--- config.mk ---
export PLATFORM = sky130hd
export DESIGN_NAME = alarm_annunciator_sequencer
export DESIGN_NICKNAME = d
export VERILOG_FILES = /design/src/rtl/core/aas_pkg.sv /design/src/rtl/core/alarm_annunciator_sequencer.sv
export SDC_FILE = /design/constraint.sdc
export NUM_CORES = 1
export LEC_CHECK = 0
export BUFFER_PORTS_ARGS = -buffer_cell sky130_fd_sc_hd__buf_2
export CAP_MARGIN = 40
export CORE_ASPECT_RATIO = 0.9
export CORE_MARGIN = 3
export CORE_UTILIZATION = 39
export DETAILED_ROUTE_END_ITERATION = 12
export PLACE_DENSITY = 0.58
export RECOVER_POWER = 25
export SLEW_MARGIN = 25
export SYNTH_ARGS = -nofsm -noshare
export SYNTH_HDL_FRONTEND = slang
export SYNTH_SLANG_ARGS = --single-unit
--- constraint.sdc ---
create_clock -name i_clk -period 7.5 [get_ports i_clk]
set_input_delay 1.5 -clock i_clk [delete_from_list [all_inputs] [get_ports i_clk]]
set_output_delay 1.5 -clock i_clk [all_outputs]
set_load 0.005 [all_outputs]
--- src/rtl/core/aas_pkg.sv ---
// ----------------------------------------------------------------------------
// aas_pkg
// Types and constants of the alarm annunciator sequencer.
// ----------------------------------------------------------------------------
package aas_pkg;

    localparam int unsigned CHANNELS          = 8;
    localparam int unsigned HALF_SECOND_TICKS = 50;

    localparam logic [7:0]  CH_MASK       = 8'((9'd1 << CHANNELS) - 9'd1);
    localparam logic [5:0]  HALF_TICKS    = 6'(HALF_SECOND_TICKS);
    localparam logic [63:0] PRESETS_RESET = 64'd723401728380766730;

    // configuration register indexes (paddr[4:3])
    localparam logic [1:0] REG_PRESETS   = 2'd0;
    localparam logic [1:0] REG_AUTORESET = 2'd1;
    localparam logic [1:0] REG_TICK_MASK = 2'd2;

    localparam int unsigned IN_TDATA_W  = 16;
    localparam int unsigned OUT_TDATA_W = 40;

    // output tdata field positions
    localparam int unsigned O_LAMP_LSB   = 0;
    localparam int unsigned O_HORN_BIT   = 8;
    localparam int unsigned O_UNACK_LSB  = 9;
    localparam int unsigned O_STATES_LSB = 17;
    localparam int unsigned O_PHASE_BIT  = 33;

    typedef enum logic [1:0] {
        ST_NORMAL   = 2'd0,
        ST_NEW      = 2'd1,
        ST_ACCEPTED = 2'd2
    } t_chan_state;

endpackage

--- src/rtl/core/alarm_annunciator_sequencer.sv ---
// ----------------------------------------------------------------------------
// alarm_annunciator_sequencer
// A scan tick's result is registered and shows in the cycle after it is accepted.
// Throughput: one scan tick per cycle; a stalled result holds off the input.
// All eight channels are resolved by parallel logic in a single pass.
// Reset (synchronous, active low) loads the register defaults, debounce presets
// and divider, clears other channel, horn and timer state; no clear pass needed.
// ----------------------------------------------------------------------------
module alarm_annunciator_sequencer
    import aas_pkg::*;
(
    input  logic                   i_clk,
    input  logic                   i_rst_n,
    // tdata: raw_lines[7:0], ack_alarm[8], silence_horn[9], lamp_test[10], zero pad
    input  logic                   s_axis_tvalid,
    output logic                   s_axis_tready,
    input  logic [IN_TDATA_W-1:0]  s_axis_tdata,
    // tdata: lamp_mask[7:0], horn_on[8], unacked_mask[16:9],
    //        channel_states[32:17], flash_phase[33], zero pad
    output logic                   m_axis_tvalid,
    input  logic                   m_axis_tready,
    output logic [OUT_TDATA_W-1:0] m_axis_tdata,
    input  logic                   psel,
    input  logic                   penable,
    input  logic                   pwrite,
    input  logic [4:0]             paddr,
    input  logic [63:0]            pwdata,
    output logic [63:0]            prdata,
    output logic                   pready
);

    logic [63:0] r_presets;
    logic [7:0]  r_autoreset_cfg;
    logic [7:0]  r_tick_mask;

    logic [7:0]  r_dbc [CHANNELS];
    logic [7:0]  r_deb;
    logic [7:0]  r_unacked;
    t_chan_state r_state [CHANNELS];
    logic        r_horn;
    logic [5:0]  r_div;
    logic [7:0]  r_hs_count;
    logic        r_phase;
    logic [7:0]  r_remaining;
    logic [7:0]  r_last_masked;

    logic                   r_out_valid;
    logic [OUT_TDATA_W-1:0] r_out_data;

    logic [7:0]  n_dbc [CHANNELS];
    logic [7:0]  n_deb;
    logic [7:0]  n_unacked;
    t_chan_state n_state [CHANNELS];
    logic        n_horn;
    logic [5:0]  n_div;
    logic [7:0]  n_hs_count;
    logic        n_phase;
    logic [7:0]  n_remaining;
    logic [7:0]  n_last_masked;
    logic [OUT_TDATA_W-1:0] n_out_data;

    logic [7:0]  raw;
    logic        ack;
    logic        silence;
    logic        test;
    logic [7:0]  rise;
    logic [7:0]  dec;
    logic [7:0]  lamps;
    logic [7:0]  masked;
    logic [7:0]  rem_dec;
    logic [15:0] states;
    logic        horn_set;
    logic        horn_quiet;
    logic [5:0]  div_dec;
    logic        accept;
    logic        cfg_wr;

    assign pready        = 1'b1;
    assign cfg_wr        = psel & penable & pwrite & pready;
    assign accept        = s_axis_tvalid & s_axis_tready;
    assign s_axis_tready = ~r_out_valid | m_axis_tready;
    assign m_axis_tvalid = r_out_valid;
    assign m_axis_tdata  = r_out_data;

    always_comb begin
        case (paddr[4:3])
            REG_PRESETS:   prdata = r_presets;
            REG_AUTORESET: prdata = {56'd0, r_autoreset_cfg};
            REG_TICK_MASK: prdata = {56'd0, r_tick_mask};
            default:       prdata = 64'd0;
        endcase
    end

    always_comb begin
        raw     = s_axis_tdata[7:0] & CH_MASK;
        ack     = s_axis_tdata[8];
        silence = s_axis_tdata[9];
        test    = s_axis_tdata[10];

        // debounce
        n_deb = r_deb;
        dec   = 8'd0;
        for (int n = 0; n < CHANNELS; n++) begin
            if (raw[n]) begin
                dec[n]   = (r_dbc[n] == 8'd1);
                n_dbc[n] = r_dbc[n] - 8'd1;
                if (dec[n]) begin
                    n_deb[n] = 1'b1;
                end
            end else begin
                n_dbc[n] = r_presets[8*n +: 8];
                n_deb[n] = 1'b0;
            end
        end
        n_deb    = n_deb & CH_MASK;
        rise     = n_deb & ~r_deb;
        horn_set = r_horn | (rise != 8'd0);

        // half-second divider
        div_dec    = r_div - 6'd1;
        n_div      = div_dec;
        n_hs_count = r_hs_count;
        n_phase    = r_phase;
        if (div_dec == 6'd0) begin
            n_div      = HALF_TICKS;
            n_hs_count = r_hs_count + 8'd1;
            n_phase    = ~r_phase;
        end

        // horn and lamps
        horn_quiet = horn_set & ~silence;
        n_unacked  = (((~horn_quiet & ack) ? 8'd0 : r_unacked) | rise) & CH_MASK;
        lamps      = (n_phase ? n_unacked : 8'd0) | (n_deb & ~n_unacked);
        if (test) begin
            lamps = 8'hFF;
        end
        lamps = lamps & CH_MASK;

        // channel states
        states = 16'd0;
        for (int n = 0; n < CHANNELS; n++) begin
            n_state[n] = rise[n] ? ST_NEW : r_state[n];
            if (ack && n_state[n] == ST_NEW) begin
                n_state[n] = ST_ACCEPTED;
            end
            if (n_state[n] == ST_ACCEPTED && !raw[n]) begin
                n_state[n] = ST_NORMAL;
            end
            states[2*n +: 2] = n_state[n];
        end

        // horn auto-reset
        n_horn        = horn_quiet;
        n_remaining   = r_remaining;
        n_last_masked = r_last_masked;
        masked        = n_hs_count & r_tick_mask;
        rem_dec       = r_remaining - 8'd1;
        if (horn_quiet && r_autoreset_cfg != 8'd0) begin
            n_last_masked = masked;
            if (masked != r_last_masked) begin
                n_remaining = rem_dec;
                if (rem_dec == 8'd0) begin
                    n_horn      = 1'b0;
                    n_remaining = r_autoreset_cfg;
                end
            end
        end

        n_out_data = '0;
        n_out_data[O_LAMP_LSB +: 8]    = lamps;
        n_out_data[O_HORN_BIT]         = n_horn;
        n_out_data[O_UNACK_LSB +: 8]   = n_unacked;
        n_out_data[O_STATES_LSB +: 16] = states;
        n_out_data[O_PHASE_BIT]        = n_phase;
    end

    always_ff @(posedge i_clk) begin
        if (!i_rst_n) begin
            r_presets       <= PRESETS_RESET;
            r_autoreset_cfg <= 8'd0;
            r_tick_mask     <= 8'd0;
        end else if (cfg_wr) begin
            case (paddr[4:3])
                REG_PRESETS:   r_presets       <= pwdata;
                REG_AUTORESET: r_autoreset_cfg <= pwdata[7:0];
                REG_TICK_MASK: r_tick_mask     <= pwdata[7:0];
                default:       ;
            endcase
        end
    end

    always_ff @(posedge i_clk) begin
        if (!i_rst_n) begin
            for (int n = 0; n < CHANNELS; n++) begin
                r_dbc[n]   <= PRESETS_RESET[8*n +: 8];
                r_state[n] <= ST_NORMAL;
            end
            r_deb         <= 8'd0;
            r_unacked     <= 8'd0;
            r_horn        <= 1'b0;
            r_div         <= HALF_TICKS;
            r_hs_count    <= 8'd0;
            r_phase       <= 1'b0;
            r_remaining   <= 8'd0;
            r_last_masked <= 8'd0;
        end else if (accept) begin
            for (int n = 0; n < CHANNELS; n++) begin
                r_dbc[n]   <= n_dbc[n];
                r_state[n] <= n_state[n];
            end
            r_deb         <= n_deb;
            r_unacked     <= n_unacked;
            r_horn        <= n_horn;
            r_div         <= n_div;
            r_hs_count    <= n_hs_count;
            r_phase       <= n_phase;
            r_remaining   <= n_remaining;
            r_last_masked <= n_last_masked;
        end
    end

    always_ff @(posedge i_clk) begin
        if (!i_rst_n) begin
            r_out_valid <= 1'b0;
        end else if (s_axis_tready) begin
            r_out_valid <= s_axis_tvalid;
        end
    end

    always_ff @(posedge i_clk) begin
        if (accept) begin
            r_out_data <= n_out_data;
        end
    end

endmodule

; Word level (Yosys, flattened, before mapping)
; Memory sizes are Yosys's and may differ from the RTL's.
; Cells that the tools add are included.
[totals]
mem_count = 2
reg_bits = 163
ramBits = 80
wordCells = 201
[classes]
addsub = 11
muxes = 78
n_reduce_logical = 35
bitwise = 34
n_eq_ne = 27
[mem_list]
columns = memory, depth, word_bits, rd, rd_ports_with_merged_regs, write_ports, line_no
row1 = r_dbc, 8, 8, 8, 0, 8, alarm_annunciator_sequencer.sv:36  ; logic [7:0] r_dbc [CHANNELS];
row2 = r_state, 8, 2, 8, 0, 8, alarm_annunciator_sequencer.sv:39  ; t_chan_state r_state [CHANNELS];
[ops]
columns = operator, count
row1 = $pmux 64 s3, 1
row2 = $mux 8, 20
row3 = $sub 8x1->8 const B, 9
row4 = $eq 8x1->1 const B, 8
row5 = $mux 2, 32
row6 = $and 8x8->8, 3
row7 = $mux 1, 24
row8 = $eq 2x1->1 const B, 9
row9 = $eq 2x2->1 const B, 9
row10 = $or 1x1->1, 18
row11 = $logic_and 1x1->1, 17
row12 = $not 8->8, 2
row13 = $or 8x8->8, 2
row14 = $reduce_bool 8->1, 2
row15 = $add 8x1->8 const B, 1
row16 = $logic_not 1->1, 8
row17 = $logic_not 8->1, 1
row18 = $ne 8x8->1, 1
row19 = $reduce_and 2->1, 4
row20 = $logic_not 6->1, 1
row21 = $mux 6, 1
row22 = $sub 6x1->6 const B, 1
row23 = $and 1x1->1, 5
row24 = $not 1->1, 4
row25 = other kinds (2), 2

; Logic depth before layout (Yosys ltp)
; An unclocked memory read counts as a cell.
[logic_depth]
depth_word = 15
depth_mapped = 12
ltp_nobuf = 10

; Least setup slack after synthesis
; OpenSTA, ideal clock, no wires.
[synth_timing]
path_kind = input to register
from = input port m_axis_tready
to = memory r_dbc[0][0], enable pin
t_arrival_ps = 3480
cell_stages = 4
slack_ps = 3228
setup_ps = 793
cell_sequence = nand2b_1 nand2_1 clkbuf_1 nand2_1
[synth_rtl]
columns = element, line_no
row1 = start: declaration, alarm_annunciator_sequencer.sv:21  ; input logic m_axis_tready,
row2 = end: declaration, alarm_annunciator_sequencer.sv:36

==> metrics.md <==
| Metric | Value |
|---|---|
| Status | finished, violations left |
| Failing checks | capacitance limit, slew limit |
| Wire length per cell | between 15 and 20 um |
| Fin Setup TNS | 0 ns |
| CTS tree | yes |
| Num rows | 60 |
| CP endpoint kind | flop |
| Worst IR Drop VDD | about 0.00016 V |
| Power per cell area | approximately 210 nW/um^2 |
| EDFF count, synth | approximately 110 |
| Slew Viols, Final | 37 |
| DR DRC count | 0 |
| Worst-Skew Late Latency | between 0.5 and 0.6 ns |
| Least-Margin Pin Slew | about 2.2 ns |
| Leak Pwr | roughly 0.0055 uW |
| Max-cap violations | 1 |
| Port Buffers | between 150 and 200 |
| Final setup margin | roughly 2.9 ns |
| Hold Path Class | flop to flop |
| Initial Utilization | between 40% and 50% |
| Synth Warn # | 0 |
| CP required | 7.97 ns |
| Yosys reg bits | approximately 240 |
| # nets final | 1610 |
| Initial antenna violation count | 0 |
| Crit path launch | i_rst_n |
| Leading area contributor after synthesis | edfxtp_1 |
| Yosys cell types | 69 |
| Register area share after synthesis | 49.2% |
| Routed vias/inst | ~5.2 |
| GRT Residual Overflow | 0 |
| Worst reg2reg path startpoint | r_div[0] |
| CP max-delay cell | clkbuf_1 |
| Fillcell total | 2967 |
| Ant diodes | 0 |
| First-pass GRT wire length | 51700 um |
| Ports | between 150 and 200 |
| Routed WL | about 33000 um |
| Core region area | between 30000 and 40000 um^2 |
| Final hold viol count | 0 |
| R2R cell count | 10 |
| Fin util | around 47% |
| Die Span Y | between 150 and 200 um |
| Clock Skews | 0.0139 ns |
| Mapped Area | around 12000 um^2 |
| Pin count of the biggest net entering global routing | just over 80 |
| Cts repair resizes | 0 |
| Endpoints failing setup | 0 |
| H-tree depth | 1 |
| CP Capture Point | r_remaining[0] |
| Max clock buf depth | 3 |
| Part of the cycle the worst path needs | between 60% and 70% |
| ANT nets after route | 0 |
| Vias | between 10000 and 15000 |
| Fraction of layout cells with a size suffix above 1 | between 10% and 20% |
| Max incr delay on CP | around 1.5 ns |
| Reg2reg end | r_remaining[4] |
| Total clock sinks | about 240 |
| Area growth, synth to finish | 17.2% |
| R2r setup slk | about 3.7 ns |
| Hold buffers post-CTS | 0 |
| Crit Path Class | input port to flop |
| Most frequent cells in the layout | 255 x nand2_1, 175 x buf_2, 140 x nor2_1 |
| DP Worst Slack | ~3 ns |
| WP data arrival | approximately 5.1 ns |
| DRT Pass-1 Iters | 5 |
| Root Driver | clkbuf_16 |
| CTS clk-pin slew, worst paths | ~0.060 ns |
| Async S/R FF share, synth | 0% |
| Number of global-route vias before repair | between 9000 and 10000 |
| Chip width | just under 200 um |
| Drt initial violations | 677 |
| Fin crit period | around 4.6 ns |
| Critical path cell sequence | buf_2 -> clkbuf_1 -> inv_4 -> buf_4 -> a2111oi_0 -> nand2_1 -> nand4_1 |
| Most common cell after layout, fill and taps aside | nand2_1 |
| Hold WS | ~0.47 ns |
| Top cell type's share of synthesized area | between 20% and 30% |
| Synth area leaders | edfxtp_1 28%, dfxtp_1 21%, nand2_1 7.9% |
| Detailed placement HPWL | about 23000 um |
| RSZ-0062 raised after global routing | no |
| Slew HR | -44.3% |
| Peak Freq | 0.216 GHz |
| Largest fanout on the critical path | between 60 and 70 |
| Gpl congestion | 0.815 |
| Gr usage total | a little under a fifth |
| Die footprint | about 33000 um^2 |
| Mapped Avg Cell Area | 9.06 um^2 |
| Main synth FF type | dfxtp_1 |
| Startpoint types | input port |
| Post-synthesis cell count | 1348 |
| Total CTS buffers | 27 |
| Postcts setup bufs | 0 |
-- worst min path at each step --
stage                     slack, ns              from          endpoint  depth (start not counted)
final                          0.47     r_presets[16]     r_presets[16]                          2
after global routing           0.49     r_presets[23]     r_presets[23]                          2
after CTS                      0.47     r_presets[16]     r_presets[16]                          2
after detailed placement       0.46     r_presets[16]     r_presets[16]                          2
after global placement         0.45  r_last_masked[5]  r_last_masked[5]                          2
after floorplan                0.44  r_last_masked[5]  r_last_masked[5]                          2
-- layout make-up --
cell class | instances | area [um^2] | area share [%]
multi-input cells | 993 | 5770 | 40.3
repair buffers | 198 | 1040 | 7.28
clock buffers | 44 | 831 | 5.80
well taps | 403 | 504 | 3.52
clock inverters | 6 | 40.0 | 0.280
flip-flops and latches | 243 | 6010 | 41.9
inverters | 34 | 130 | 0.908
-- worst max-delay path, delay by kind of cell --
family                 cells  cell delay (ns)
and+or+nand+nor            2             0.17
buffers and inverters      4             2.86
AOI/OAI and AO/OA          1             0.45
-- cell usage after synthesis (all sizes together) (4+ instances only) --
library cell / instances
inv: 34
and3: 8
nor2: 141
nand3b: 8
xnor2: 33
nand4b: 7
nor4: 18
or3: 9
a32o: 7
clkbuf: 64
o21ai: 47
nand2: 256
nor2b: 4
a21oi: 94
a22oi: 12
nand2b: 4
xor2: 33
and2: 77
a211oi: 50
nand3: 37
mux2i: 31
dfxtp: 129
buf: 19
edfxtp: 114
ha: 21
o21a: 4
nor3b: 14
nor3: 25
o221a: 5
-- layer usage --
metal / track usage [%] / up-vias / wire, um
li1: - / 4983 / -
met1: 27.4 / 4776 / 15600
met2: 30.5 / 239 / 14800
met3: 2.66 / 49 / 1610
met4: 5.07 / 0 / 782
met5: 0 / - / 0
-- registers in the layout (all words and copies together) (netlist names) --
| signal | flops |
|---|---|
| r_unacked | 8 |
| r_autoreset_cfg | 8 |
| r_state | 16 |
| r_last_masked | 8 |
| r_presets | 64 |
| r_remaining | 8 |
| m_axis_tdata | 34 |
| r_dbc | 64 |
| r_horn | 1 |
| r_hs_count | 8 |
| r_phase | 1 |
| r_deb | 8 |
| r_div | 6 |
| r_tick_mask | 8 |
| m_axis_tvalid | 1 |
-- kinds of logic (layout without fill, tap and decap cells) --
kind of cell	count (synthesis)	in the layout	share of synthesized area (%)
buffers and inverters	117	282	3.96
flip-flops	243	243	49.2
AND/OR/NAND/NOR	629	629	24.8
AO/OA/AOI/OAI	239	239	12.6
multiplexers	31	31	2.54
other	2	7	0.0615
adder cells (fa/ha/maj)	21	21	2.15
XOR/XNOR	66	66	4.79
-- report_power, final --
group	switching, uW	internal, uW
logic	154	91.8
registers	42.6	1450
clock network	534	756
total	731	2290
-- stage by stage --
stage / instance area [um^2] / total power (uW) / instances
after global routing: 14300 / 3140 / 1921
after detailed placement: 13500 / 1760 / 1870
after global placement: 13400 / 1760 / 1867
after CTS: 14300 / 3060 / 1920
final: 14300 / 3020 / 1921
after floorplan: 12200 / 1660 / 1353
No activity file was read; power rests on OpenSTA's default activity.
